===== src/rtl/core/gprd_pkg.sv =====
// Package for the controller report deframer: register reset values, byte
// offsets within a report, the result layout and small helper functions.
// No dependencies.
package gprd_pkg;

    localparam int unsigned REPORT_LEN = 9;
    localparam int unsigned STORE_LEN  = 8;
    localparam int unsigned POS_W      = 4;
    localparam int unsigned OUT_W      = 64;

    localparam logic [7:0] HEADER_RESET   = 8'h88;
    localparam logic [6:0] DEADZONE_RESET = 7'd10;

    // Configuration register indexes.
    localparam logic REG_HEADER   = 1'b0;
    localparam logic REG_DEADZONE = 1'b1;

    // Input kinds carried on tuser.
    localparam logic KIND_DATA = 1'b0;
    localparam logic KIND_FAIL = 1'b1;

    // Byte offsets in the frame store.
    localparam int unsigned OFS_HEADER  = 0;
    localparam int unsigned OFS_LEFT_X  = 1;
    localparam int unsigned OFS_LEFT_Y  = 2;
    localparam int unsigned OFS_LTRIG   = 3;
    localparam int unsigned OFS_RTRIG   = 4;
    localparam int unsigned OFS_RIGHT_X = 5;
    localparam int unsigned OFS_RIGHT_Y = 6;
    localparam int unsigned OFS_BTN_LO  = 7;

    typedef struct packed {
        logic [7:0]  left_x;
        logic [7:0]  left_y;
        logic [7:0]  right_x;
        logic [7:0]  right_y;
        logic [7:0]  left_trigger;
        logic [7:0]  right_trigger;
        logic [12:0] buttons;
        logic        link_ok;
        logic        header_matched;
    } t_report;

    // A stick value whose magnitude is not above the threshold reads as zero.
    function automatic logic [7:0] apply_deadzone(input logic [7:0] raw,
                                                  input logic [6:0] dz);
        logic [8:0] mag;
        begin
            mag = raw[7] ? (9'd256 - {1'b0, raw}) : {1'b0, raw};
            apply_deadzone = (mag > {2'b00, dz}) ? raw : 8'h00;
        end
    endfunction

    // Lowest field in the lowest bits, padded with zero to whole bytes.
    function automatic logic [OUT_W-1:0] pack_report(input t_report r);
        begin
            pack_report = {1'b0, r.header_matched, r.link_ok, r.buttons,
                           r.right_trigger, r.left_trigger, r.right_y,
                           r.right_x, r.left_y, r.left_x};
        end
    endfunction

endpackage


===== src/rtl/core/gamepad_report_deframer.sv =====
// Controller report deframer: collects nine report bytes, checks the header
// and delivers unpacked sticks, triggers and buttons through a two-entry
// output buffer. Depends on gprd_pkg.
//
// Channel  | Direction | Transaction moves
// s_axis   | in        | one received byte (tdata) or a bus failure (tuser)
// m_axis   | out       | one decoded report or failure result
// cfg      | in        | one register write: index 0 header, 1 deadzone
//
// One byte is accepted per cycle while the skid entry is empty; the result of the
// ninth byte or failure goes to the output register, or to the skid entry if the output stalls.
// The frame store and a single adder/compare per stick set the only path.
// Reset (synchronous, active low) clears the byte count, link flag, buffer
// and restores the register defaults; the frame store is not cleared.
// A stalled output fills the second buffer entry; input stalls only when
// both entries hold results.
module gamepad_report_deframer
    import gprd_pkg::*;
(
    input  logic             i_clk,
    input  logic             i_rst_n,
    input  logic             s_axis_tvalid,
    output logic             s_axis_tready,
    input  logic [7:0]       s_axis_tdata,   // [7:0] rx_byte
    input  logic             s_axis_tuser,   // [0] kind
    output logic             m_axis_tvalid,
    input  logic             m_axis_tready,
    // [7:0] left_x, [15:8] left_y, [23:16] right_x, [31:24] right_y,
    // [39:32] left_trigger, [47:40] right_trigger, [60:48] buttons,
    // [61] link_ok, [62] header_matched, [63] zero
    output logic [OUT_W-1:0] m_axis_tdata,
    input  logic             i_cfg_valid,
    output logic             o_cfg_ready,
    input  logic             i_cfg_index,
    input  logic [7:0]       i_cfg_data
);

    logic [7:0]       r_header;
    logic [6:0]       r_deadzone;
    logic [POS_W-1:0] r_pos;
    logic [POS_W-1:0] n_pos;
    logic [7:0]       r_store [STORE_LEN];
    logic             r_link;
    logic             n_link;

    logic             r_out_valid;
    logic [OUT_W-1:0] r_out;
    logic             r_skid_valid;
    logic [OUT_W-1:0] r_skid;

    logic             in_fire;
    logic             frame_done;
    logic             new_res;
    t_report          res;
    logic             out_load;

    assign o_cfg_ready   = 1'b1;
    assign s_axis_tready = !r_skid_valid;
    assign in_fire       = s_axis_tvalid && s_axis_tready;
    assign frame_done    = r_pos >= POS_W'(STORE_LEN);
    assign new_res       = in_fire && ((s_axis_tuser == KIND_FAIL) || frame_done);
    assign out_load      = !r_out_valid || m_axis_tready;

    assign m_axis_tvalid = r_out_valid;
    assign m_axis_tdata  = r_out;

    always_comb begin
        res    = '0;
        n_pos  = r_pos;
        n_link = r_link;
        if (in_fire) begin
            if (s_axis_tuser == KIND_FAIL) begin
                n_pos  = '0;
                n_link = 1'b0;
            end else if (!frame_done) begin
                n_pos = r_pos + POS_W'(1);
            end else begin
                n_pos = '0;
                if (r_store[OFS_HEADER] == r_header) begin
                    n_link             = 1'b1;
                    res.left_x         = apply_deadzone(r_store[OFS_LEFT_X], r_deadzone);
                    res.left_y         = apply_deadzone(r_store[OFS_LEFT_Y], r_deadzone);
                    res.right_x        = apply_deadzone(r_store[OFS_RIGHT_X], r_deadzone);
                    res.right_y        = apply_deadzone(r_store[OFS_RIGHT_Y], r_deadzone);
                    res.left_trigger   = r_store[OFS_LTRIG];
                    res.right_trigger  = r_store[OFS_RTRIG];
                    // Buttons are unpacked most-significant bit first.
                    for (int i = 0; i < 8; i++) begin
                        res.buttons[i] = r_store[OFS_BTN_LO][7-i];
                    end
                    for (int j = 0; j < 5; j++) begin
                        res.buttons[8+j] = s_axis_tdata[4-j];
                    end
                    res.header_matched = 1'b1;
                end
            end
        end
        res.link_ok = n_link;
    end

    always_ff @(posedge i_clk) begin
        if (!i_rst_n) begin
            r_header   <= HEADER_RESET;
            r_deadzone <= DEADZONE_RESET;
        end else if (i_cfg_valid) begin
            case (i_cfg_index)
                REG_HEADER:   r_header   <= i_cfg_data;
                REG_DEADZONE: r_deadzone <= i_cfg_data[6:0];
                default: ;
            endcase
        end
    end

    always_ff @(posedge i_clk) begin
        if (!i_rst_n) begin
            r_pos  <= '0;
            r_link <= 1'b0;
        end else begin
            r_pos  <= n_pos;
            r_link <= n_link;
        end
    end

    always_ff @(posedge i_clk) begin
        if (in_fire && (s_axis_tuser == KIND_DATA) && !frame_done) begin
            r_store[r_pos[2:0]] <= s_axis_tdata;
        end
    end

    // Two-entry output buffer: the skid entry drains into the output register first.
    always_ff @(posedge i_clk) begin
        if (!i_rst_n) begin
            r_out_valid  <= 1'b0;
            r_skid_valid <= 1'b0;
        end else if (out_load) begin
            if (r_skid_valid) begin
                r_out_valid  <= 1'b1;
                r_skid_valid <= 1'b0;
            end else begin
                r_out_valid  <= new_res;
            end
        end else if (new_res) begin
            r_skid_valid <= 1'b1;
        end
    end

    always_ff @(posedge i_clk) begin
        if (out_load) begin
            r_out <= r_skid_valid ? r_skid : pack_report(res);
        end
        if (!out_load && new_res) begin
            r_skid <= pack_report(res);
        end
    end

    a_skid_implies_out: assert property (@(posedge i_clk) disable iff (!i_rst_n)
        r_skid_valid |-> r_out_valid)
        else $error("skid entry holds a result while the output register is empty");

    a_pos_range: assert property (@(posedge i_clk) disable iff (!i_rst_n)
        r_pos <= POS_W'(STORE_LEN))
        else $error("byte count beyond the frame store");

    a_fail_clears_link: assert property (@(posedge i_clk) disable iff (!i_rst_n)
        (in_fire && s_axis_tuser == KIND_FAIL) |=> (!r_link && r_pos == '0 && r_out_valid))
        else $error("bus failure did not clear the link and restart the frame");

    a_byte_counts: assert property (@(posedge i_clk) disable iff (!i_rst_n)
        (in_fire && s_axis_tuser == KIND_DATA && !frame_done)
            |=> (r_pos == $past(r_pos) + POS_W'(1)))
        else $error("stored byte did not advance the byte count");

endmodule

===== config.mk =====
export PLATFORM = sky130hd
export DESIGN_NAME = gamepad_report_deframer
export DESIGN_NICKNAME = d
export VERILOG_FILES = /design/src/rtl/core/gprd_pkg.sv /design/src/rtl/core/gamepad_report_deframer.sv
export SDC_FILE = /design/constraint.sdc
export NUM_CORES = 1
export LEC_CHECK = 0
export BUFFER_PORTS_ARGS = -buffer_cell sky130_fd_sc_hd__buf_2
export CORE_AREA = 10 10 140 142
export DETAILED_ROUTE_END_ITERATION = 16
export DIE_AREA = 0 0 150 152
export MAX_ROUTING_LAYER = met4
export PLACE_DENSITY = 0.71
export SKIP_CTS_REPAIR_TIMING = 1
export SYNTH_ARGS = -nofsm -noshare
export SYNTH_HDL_FRONTEND = slang
export SYNTH_SLANG_ARGS = --single-unit

===== constraint.sdc =====
create_clock -name i_clk -period 18.7 [get_ports i_clk]
set_input_delay 0.935 -clock i_clk [delete_from_list [all_inputs] [get_ports i_clk]]
set_output_delay 0.935 -clock i_clk [all_outputs]
set_load 0.02 [all_outputs]

==> results of run 1 <==
cell families after synthesis:
| family | Yosys count |
|---|---|
| adder cells (fa/ha/maj) | 34 |
| flip-flops | 212 |
| AND/OR/NAND/NOR | 185 |
| XOR/XNOR | 28 |
| other | 2 |
| AO/OA/AOI/OAI | 121 |
| buffers and inverters | 48 |
registers in the layout, summed over array words and instances, names as in the netlist:
| name | cells |
|---|---|
| m_axis_tdata | 63 |
| r_store | 64 |
| r_skid_valid | 1 |
| r_deadzone | 7 |
| r_pos | 4 |
| m_axis_tvalid | 1 |
| r_link | 1 |
| r_header | 8 |
| r_skid | 63 |
cell usage in the layout, fill, tap and decap left out, drive strengths merged, types with 4 or more instances in the layout:
master    n
a211oi    4
a21boi   15
a21o     46
a31oi     4
a32o     14
and2     31
and3     31
buf      91
clkbuf   30
clkinv    8
dfxtp    22
edfxtp  190
ha       34
inv      21
nand2    50
nand2b   12
nand3    16
nand4     6
nor2     17
nor2b     6
nor3      8
o21a      4
o21ai    11
o31ai     8
or3       4
xnor2    27
critical path: stages:
cell	delay [ps]
buf_2	100
nand2b_4	510
nor3_2	1060
buf_4	700
where the power goes:
group / internal, mW / switching, mW / total (mW)
Clock: 0.254 / 0.169 / 0.423
Combinational: 0.0144 / 0.0304 / 0.0448
Sequential: 0.523 / 0.00395 / 0.527
Total: 0.791 / 0.203 / 0.995
worst paths after layout:
kind / start / to / slack (ps) / depth (start not counted)
setup / recovery: m_axis_tready / r_skid[11] / 15490 / 4
hold / removal: r_deadzone[6] / r_deadzone[6] / 470 / 2
setup reg to reg: r_store[2][2] / m_axis_tdata[10] / 15720 / 10
hold reg to reg: r_deadzone[6] / r_deadzone[6] / 470 / 2
cell type report:
cell class	instances	area [um^2]
Clock buffer	30	601
Clock inverter	10	111
Fill cell	1319	6640
Inverter	21	78.8
Multi-Input combinational cell	370	2610
Sequential cell	212	6150
Tap cell	225	282
Timing Repair Buffer	91	469
layer usage:
layer  share of wire, %  track usage (%)
met5                  0                -
met4                2.2             5.14
met3                6.7             2.52
met2                 49             25.4
met1                 42             19.7
stage by stage:
stage	utilization (%)	setup WS (ps)	total power, mW	cells	hold slack (ps)
2_1_floorplan	-	11220	0.565	630	441
3_3_place_gp	56.5	15010	0.581	918	458
3_5_place_dp	56.5	14840	0.582	918	463
4_1_cts	60.7	15370	1.00	958	471
5_1_grt	60.8	15250	1.03	959	509
6_report	60.8	15490	0.995	959	470
==> summary.md, run 1 <==
| Metric | Value |
|---|---|
| Compound-Gate Fraction of Synth Area | `between 10% and 20%` |
| Final count of pins violating max slew | `0` |
| Synth async-reset ratio | `0%` |
| Prevailing post-synth register cell | `edfxtp_1` |
| Hold crit path type | `register to register` |
| Synth area leaders | `edfxtp_1, dfxtp_1, ha_1` |
| Post-synth EDFFs | `190` |
| Sequential fraction of the synthesis area | `between 60 and 70%` |
| NumNets Final | `775` |
| Pwr/cell area | `96.6 mW/mm^2` |
| XOR/XNOR share of the synthesized area | `2.74%` |
| # IOs | `90` |
| CP Data Required Time | `18830 ps` |
| Maxcap violations | `0` |
| Share of layout cells above drive strength 1 | `20.6%` |
| Number of port buffers | `87` |
| RSZ-0062 raised after global routing | `no` |
| TritonCTS Sinks | `212` |
| Routed length per placed instance | `18.4 um` |
| Adder-cell share of the synthesized area | `4.75%` |
| First-pass GRT wire length | `28100 um` |
| Post-Route Setup TNS | `0 ps` |
| Drt via density | `5.53` |
| WP data arrival | `about 3300 ps` |
| Area growth from synthesis to layout | `14.9%` |
| Yosys top cell by area | `edfxtp_1` |
| Starting Density | `52.9%` |
| H-Tree Level Count | `1` |
| Root Driver | `clkbuf_16` |
| Antenna diodes | `0` |
| Die Y-Extent | `152 um` |
| Simple-gate share of the synthesized area | `between 10 and 15%` |
| VDD IR max | `65.5 uV` |
| Critical Path Sink Type | `register` |
| Initial antenna violation count | `0` |
| Gr usage total | `15.7%` |
| Yosys warns | `0` |
| Vias | `about 5300` |
| Fmax | `slightly above 0.3 GHz` |
| Main combinational cell family by area after synthesis | `simple AND/OR/NAND/NOR gates` |
| Final setup vio count | `0` |
| Clock Skew | `about 14 ps` |
| Status | `completed` |
| Rel. slew slack | `20.9%` |
| Final period util | `between 10% and 20%` |
| Slew of the pin with the lowest slew margin | `1180 ps` |
| Placed cell area | `0.00957 mm^2` |
| Post-layout min period | `approximately 3200 ps` |
| Worst-skew pair later-pin latency | `500 ps` |
| Commonest cells in the netlist | `edfxtp_1, nand2_1, a21o_1` |
| DIE WIDTH | `approximately 150 um` |
| Critical path class | `input pin to register` |
| Grt ovf | `0` |
| Static leakage | `between 4 and 5 nW` |
| FP Rows | `48` |
| Dpl hpwl | `11700 um` |
| Mapped cell area | `0.00896 mm^2` |
| Mux cell area share after synthesis | `0%` |
| Startpoint Class | `input pin` |
| Clock tree buffer depth | `3` |
| Syn_nets | `687` |
| Post-route ant nets | `0` |
| Cell variety after synth | `46` |
| Avg Cell Area, Syn | `14.2 um^2` |
| TritonRoute pass-1 iters | `4` |
| Largest net degree at the start of global routing | `67` |
| CP Max Fanout | `66` |
| Total core area | `0.0169 mm^2` |
| Synthesized instance count | `630` |
| Reg clk slew, reported paths | `60 ps` |
| CTS Buf Count | `22` |
| Wirelength, routed | `around 18000 um` |
| Top-count cell post-synth | `edfxtp_1` |
| Placer Congestion | `around 0.86` |
| Initial drt markers | `365` |
| Vias in the first global route | `5405` |
| TritonCTS clock tree | `done` |
| Drt drc | `0` |
| Die ar. | `about 0.023 mm^2` |
| Final Hold Fails | `0` |
| Count of state elements after synthesis | `between 200 and 250` |
| Final Instance Area | `0.0103 mm^2` |
| Synth top area share | `63.7%` |
Power figures use the tool's default switching activity.
==> run 2, diff against run 1 <==
--- a/config.mk
+++ b/config.mk
@@ -6,11 +6,11 @@
 export NUM_CORES = 1
 export LEC_CHECK = 0
 export BUFFER_PORTS_ARGS = -buffer_cell sky130_fd_sc_hd__buf_2
-export CORE_AREA = 10 10 140 142
+export CORE_AREA = 10 10 142 144
 export DETAILED_ROUTE_END_ITERATION = 16
-export DIE_AREA = 0 0 150 152
+export DIE_AREA = 0 0 152 154
 export MAX_ROUTING_LAYER = met4
-export PLACE_DENSITY = 0.71
+export PLACE_DENSITY = 0.72
 export SKIP_CTS_REPAIR_TIMING = 1
 export SYNTH_ARGS = -nofsm -noshare
 export SYNTH_HDL_FRONTEND = slang
==> constraint.sdc (replaced) <==
create_clock -name i_clk -period 2.85 [get_ports i_clk]
set_input_delay 0.1425 -clock i_clk [delete_from_list [all_inputs] [get_ports i_clk]]
set_output_delay 0.1425 -clock i_clk [all_outputs]
set_load 0.02 [all_outputs]
==> summary.md, run 2 (synthesis results as in run 1) <==
| Metric | Value |
|---|---|
| Status | `completed` |
| Drt via density | `5.52 (-0.13%)` |
| Worst-skew pair later-pin latency | `500 ps (about the same)` |
| Clock tree buffer depth | `3 (unchanged)` |
| Reg-to-Reg End | `m_axis_tdata[31]` |
| Vias in the first global route | `5592 (+3.5%)` |
| Drt drc | `0 (unchanged)` |
| VDD IR max | `873 uV (+1200%)` |
| Final Instance Area | `0.0105 mm^2 (+2.4%)` |
| Fmax | `0.366 GHz` |
| Antenna diodes | `0 (unchanged)` |
| CTS Buf Count | `22 (unchanged)` |
| Number of port buffers | `87 (unchanged)` |
| Worst R2R Start | `r_store[6][0]` |
| Area growth from synthesis to layout | `17.7%` |
| Cell Chain, Critical Path | `inv_1, ha_1, nand2_1, o21ai_0, ha_1, nor2b_1, o31ai_1, a31oi_2, a31o_2, a32o_1` |
| Placed cell area | `0.00969 mm^2 (+1.2%)` |
| TritonRoute pass-1 iters | `4 (unchanged)` |
| Post-route ant nets | `0 (unchanged)` |
| Total core area | `0.0172 mm^2 (+1.4%)` |
| Total Power | `6.48 mW (+550%)` |
| Root Driver | `clkbuf_16` |
| CP max stage delay | `400 ps (-660 ps)` |
| Static leakage | `4.46 nW (+2.8%)` |
| # IOs | `90 (unchanged)` |
| Initial antenna violation count | `0 (unchanged)` |
| Initial drt markers | `312 (-15%)` |
| Largest net degree at the start of global routing | `66 (-1.5%)` |
| Pwr/cell area | `615 mW/mm^2 (+540%)` |
| Final setup vio count | `0 (unchanged)` |
| Wirelength, routed | `19000 um (+7.5%)` |
| Critical Path Sink Type | `register` |
| WP data arrival | `2980 ps (-360 ps)` |
| Commonest non-fill, non-tap cell in the layout | `edfxtp_1` |
| HP Start | `i_rst_n` |
| Grt ovf | `0 (unchanged)` |
| Reg clk slew, reported paths | `60 ps (about the same)` |
| Dpl hpwl | `12400 um (+6.2%)` |
| Most frequent CP cell | `ha_1` |
| NumNets Final | `802 (+3.5%)` |
| Slew of the pin with the lowest slew margin | `900 ps (-277 ps)` |
| Rel. slew slack | `40.0% (+19 points)` |
| Placer Congestion | `0.826 (-4.2%)` |
| Final count of pins violating max slew | `0 (unchanged)` |
| CP max-delay cell | `edfxtp_1` |
| Final Hold Fails | `0 (unchanged)` |
| CP Data Required Time | `3100 ps (-15730 ps)` |
| FP Rows | `48 (unchanged)` |
| Worst reg-to-reg path cell count | `10 (unchanged)` |
| Startpoint Class | `register` |
| H-Tree Level Count | `1 (unchanged)` |
| Clock Skew | `12.7 ps (-0.890 ps)` |
| Largest register FFs | `64 (unchanged)` |
| Gr usage total | `16.1% (+0.38 points)` |
| Critical path class | `register to register` |
| TritonCTS clock tree | `done` |
| Share of layout cells above drive strength 1 | `23.0% (+2.4 points)` |
| Routed length per placed instance | `19.3 um (+4.6%)` |
| Vias | `5443 (+2.7%)` |
| Post-layout min period | `2730 ps` |
| Hold crit path type | `input pin to register` |
| Starting Density | `52.2% (-0.74 points)` |
| CP Max Fanout | `8 (-88%)` |
| Reg2reg setup slack | `120 ps (-15600 ps)` |
| Most frequent cells in the layout | `edfxtp_1, buf_2, nand2_1` |
| Die Y-Extent | `154 um (+1.3%)` |
| DIE WIDTH | `152 um (+1.3%)` |
| Maxcap violations | `0 (unchanged)` |
| Post-Route Setup TNS | `0 ps (unchanged)` |
| Die ar. | `0.0234 mm^2 (+2.7%)` |
| Setup crit start | `r_store[6][0]` |
| WHS Path Cells | `2 (unchanged)` |
| First-pass GRT wire length | `29900 um (+6.5%)` |
| TritonCTS Sinks | `212 (unchanged)` |
| Final period util | `95.7%` |
| CP endpoint | `m_axis_tdata[31]` |
==> run 2: changes by cell type in the layout (fill, tap and decap cells not counted), sizes merged, moves of 2 or more <==
| cell | change |
|---|---|
| buf | +19 |
| clkbuf | +2 |
| clkinv | -3 |
| dlygate4sd3 | +8 |
==> run 2: stage by stage <==
| stage | hold slack (ps) | setup WS (ps) | util [%] | instances |
|---|---|---|---|---|
| 2_1_floorplan | 241 | 20.8 | - | 630 |
| 4_1_cts | -135 | -89.7 | 60.4 | 970 |
| 3_5_place_dp | 378 | -80.6 | 56.4 | 930 |
| 6_report | 1.89 | 121 | 61.4 | 986 |
| 5_1_grt | 2.46 | -61.0 | 61.4 | 986 |
| 3_3_place_gp | 374 | 129 | 56.4 | 930 |
==> run 2: where the power goes <==
group	switching, mW	leakage (nW)	internal [mW]
clock	1.12	0.336	1.58
combinational	0.210	2.15	0.107
sequential	0.0295	1.97	3.43
total	1.36	4.46	5.12
==> run 2: how the worst min path moves through the flow <==
stage / to / slack [ps]
6_report: r_header[7] / 2
5_1_grt: r_deadzone[1] / 2
4_1_cts: r_header[7] / -140
3_5_place_dp: r_header[7] / 380
3_3_place_gp: r_header[7] / 370
2_1_floorplan: r_store[0][0] / 240
==> run 2: worst max-delay path, delay by kind of cell, from the launching register on <==
| kind | cells | cell delay [ps] |
|---|---|---|
| compound gates | 5 | 1200 |
| fa+ha+maj | 2 | 570 |
| flops | 1 | 400 |
| simple gates | 2 | 210 |
| buf+inv | 1 | 110 |
==> run 2: cell type report <==
class | count | area [um^2]
fill | 1336 | 6630
sequential | 212 | 6150
multi-input combinational | 370 | 2650
timing repair buffer | 118 | 701
clock buffer | 32 | 608
tap | 225 | 282
clock inverter | 8 | 80.1
inverter | 21 | 78.8
==> run 2: per-layer routing <==
metal | up-vias | GRT usage [%] | share of wire [%] | routed length (um)
li1 | 2587 | - | - | -
met1 | 2671 | 19.7 | 43 | 8200
met2 | 166 | 27.2 | 50 | 9450
met3 | 19 | 2.65 | 5.5 | 1050
met4 | 0 | 3.99 | 1.5 | 283
met5 | - | - | 0 | 0
==> run 3, diff against run 2 <==
--- a/config.mk
+++ b/config.mk
@@ -6,11 +6,14 @@
 export NUM_CORES = 1
 export LEC_CHECK = 0
 export BUFFER_PORTS_ARGS = -buffer_cell sky130_fd_sc_hd__buf_2
+export CELL_PAD_IN_SITES_DETAIL_PLACEMENT = 1
+export CELL_PAD_IN_SITES_GLOBAL_PLACEMENT = 1
 export CORE_AREA = 10 10 142 144
 export DETAILED_ROUTE_END_ITERATION = 16
 export DIE_AREA = 0 0 152 154
+export GPL_TIMING_DRIVEN = 0
 export MAX_ROUTING_LAYER = met4
-export PLACE_DENSITY = 0.72
+export PLACE_DENSITY = 0.81
 export SKIP_CTS_REPAIR_TIMING = 1
 export SYNTH_ARGS = -nofsm -noshare
 export SYNTH_HDL_FRONTEND = slang
==> constraint.sdc (replaced) <==
create_clock -name i_clk -period 3.5 [get_ports i_clk]
set_input_delay 0.175 -clock i_clk [delete_from_list [all_inputs] [get_ports i_clk]]
set_output_delay 0.175 -clock i_clk [all_outputs]
set_load 0.02 [all_outputs]
==> summary.md, run 3 (synthesis results as in run 1) <==
| Metric | Value |
|---|---|
| Maxcap violations | `0 (unchanged)` |
| H-Tree Level Count | `1 (unchanged)` |
| NumNets Final | `809 (+0.87%)` |
| Pwr/cell area | `509 mW/mm^2 (-17%)` |
| TritonRoute pass-1 iters | `5 (+1)` |
| Starting Density | `52.2% (unchanged)` |
| Clock power share | `42.6% (+0.9 points)` |
| CP max stage delay | `440 ps (+40 ps)` |
| Critical Path Sink Type | `register` |
| Total core area | `0.0172 mm^2 (unchanged)` |
| Reg power frac | `52.4% (-1.0 points)` |
| Initial drt markers | `480 (+54%)` |
| Rel. slew slack | `10.9% (-29 points)` |
| Largest register FFs | `64 (unchanged)` |
| Worst-skew pair later-pin latency | `520 ps (+20 ps)` |
| Gr usage total | `19.9% (+3.8 points)` |
| CP max-delay cell | `edfxtp_1` |
| Vias | `5693 (+4.6%)` |
| Grt ovf | `0 (unchanged)` |
| Area growth from synthesis to layout | `18.0%` |
| WHS Path Cells | `1 (-1)` |
| Sw Pwr | `1.16 mW (-14%)` |
| Most frequent cells in the layout | `edfxtp_1, buf_2, nand2_1` |
| Combinational share of power | `5.0% (about the same)` |
| Setup WS post-layout | `409 ps (+287 ps)` |
| TritonCTS clock tree | `done` |
| Reg clk slew, reported paths | `60 ps (about the same)` |
| Final period util | `88.3% (-7.4 points)` |
| RSZ-0062 raised after global routing | `no` |
| # IOs | `90 (unchanged)` |
| FP Rows | `48 (unchanged)` |
| Internal power | `4.22 mW (-18%)` |
| Placed cell area | `0.00977 mm^2 (+0.85%)` |
| CP Max Fanout | `10 (+2)` |
| Clock Skew | `17.2 ps (+4.44 ps)` |
| Drt drc | `0 (unchanged)` |
| Stages on worst setup path | `12 (+2)` |
| Final setup vio count | `0 (unchanged)` |
| TritonCTS Sinks | `212 (unchanged)` |
| Post-route ant nets | `0 (unchanged)` |
| Die Y-Extent | `154 um (unchanged)` |
| Die ar. | `0.0234 mm^2 (unchanged)` |
| Final count of pins violating max slew | `0 (unchanged)` |
| CTS Buf Count | `23 (+4.5%)` |
| Hold crit path type | `input pin to register` |
| Status | `completed` |
| Sw Share | `21.6% (+0.62 points)` |
| Root Driver | `clkbuf_16` |
| VDD IR max | `439 uV (-50%)` |
| First-pass GRT wire length | `35700 um (+19%)` |
| Critical path class | `register to register` |
| Post-Route Setup TNS | `0 ps (unchanged)` |
| Wirelength, routed | `23500 um (+24%)` |
| Vias in the first global route | `6120 (+9.4%)` |
| Final Hold Fails | `0 (unchanged)` |
| Fmax | `0.323 GHz (-12%)` |
| Dpl cells | `943 (+1.4%)` |
| Clock tree buffer depth | `3 (unchanged)` |
| Routed length per placed instance | `23.6 um (+23%)` |
| Buf/Inv on CP | `2 (+1)` |
| Startpoint Class | `register` |
| Share of layout cells above drive strength 1 | `20.1% (-2.9 points)` |
| Top delay family on crit path | `compound AO/OA/AOI/OAI gates` |
| WP data arrival | `3350 ps (+370 ps)` |
| Final std cells w/o fill | `994 (+0.81%)` |
| Post-layout min period | `3090 ps (+363 ps)` |
| Initial antenna violation count | `1 (+1)` |
| Dpl hpwl | `15800 um (+27%)` |
| Placer Congestion | `0.886 (+7.2%)` |
| FILL cells | `1705 (+28%)` |
| DIE WIDTH | `152 um (unchanged)` |
| Cell Chain, Critical Path | `inv_1, ha_1, nand2b_1, o21ai_0, xnor2_1, ha_1, a211o_1, a21oi_1, o21ai_0, and2_1, clkbuf_1, a32o_1` |
| Largest net degree at the start of global routing | `67 (+1.5%)` |
| Number of port buffers | `85 (-2.3%)` |
| Worst reg-to-reg path cell count | `12 (+2)` |
| Final Instance Area | `0.0106 mm^2 (+0.26%)` |
| Slew of the pin with the lowest slew margin | `1330 ps (+427 ps)` |
| Post-layout util | `61.6% (+0.16 points)` |
| CP Data Required Time | `3760 ps (+660 ps)` |
| Drt via density | `5.73 (+3.8%)` |
| Static leakage | `4.45 nW (-0.20%)` |
| Worst slack, placed | `433 ps (+513 ps)` |
| Commonest non-fill, non-tap cell in the layout | `edfxtp_1` |
## run 3: area by class of cell
class	instances	area [um^2]	area share (%)
Clock inverter	12	83.8	0.793
Antenna cell	1	2.50	0.0237
Timing Repair Buffer	97	598	5.66
Clock buffer	29	628	5.94
Sequential cell	212	6150	58.1
Buffer	27	140	1.33
Tap cell	225	282	2.66
Multi-Input combinational cell	370	2620	24.7
Inverter	21	78.8	0.745
## run 3: routing by layer
metal / track usage, % / wire [um]
met4: 5.50 / 457
met5: - / 0
met1: 22.8 / 9550
met2: 35.3 / 12500
met3: 3.21 / 936
## run 3: path summary, 6_finish.rpt
| path | startpoint | end | slack [ps] |
|---|---|---|---|
| setup / recovery | r_store[5][0] | m_axis_tdata[22] | 410 |
| hold / removal | s_axis_tdata[7] | r_store[3][7] | 6 |
| setup reg to reg | r_store[5][0] | m_axis_tdata[22] | 410 |
| hold reg to reg | r_header[2] | r_header[2] | 480 |
## run 3: per-stage QoR
stage	power (mW)	hold slack, ps
after CTS	5.42	-113
final	5.39	6.48
after floorplan	3.02	274
after detailed placement	3.13	419
after global routing	5.57	5.01
after global placement	3.11	420
## run 3: power groups by stage
stage | registers [mW] | clock network [mW] | logic (mW)
floorplan | 2.91 | 0 | 0.107
global placement | 2.87 | 0 | 0.241
detailed placement | 2.87 | 0 | 0.260
CTS | 2.82 | 2.33 | 0.264
global route | 2.83 | 2.45 | 0.293
finish | 2.82 | 2.30 | 0.270
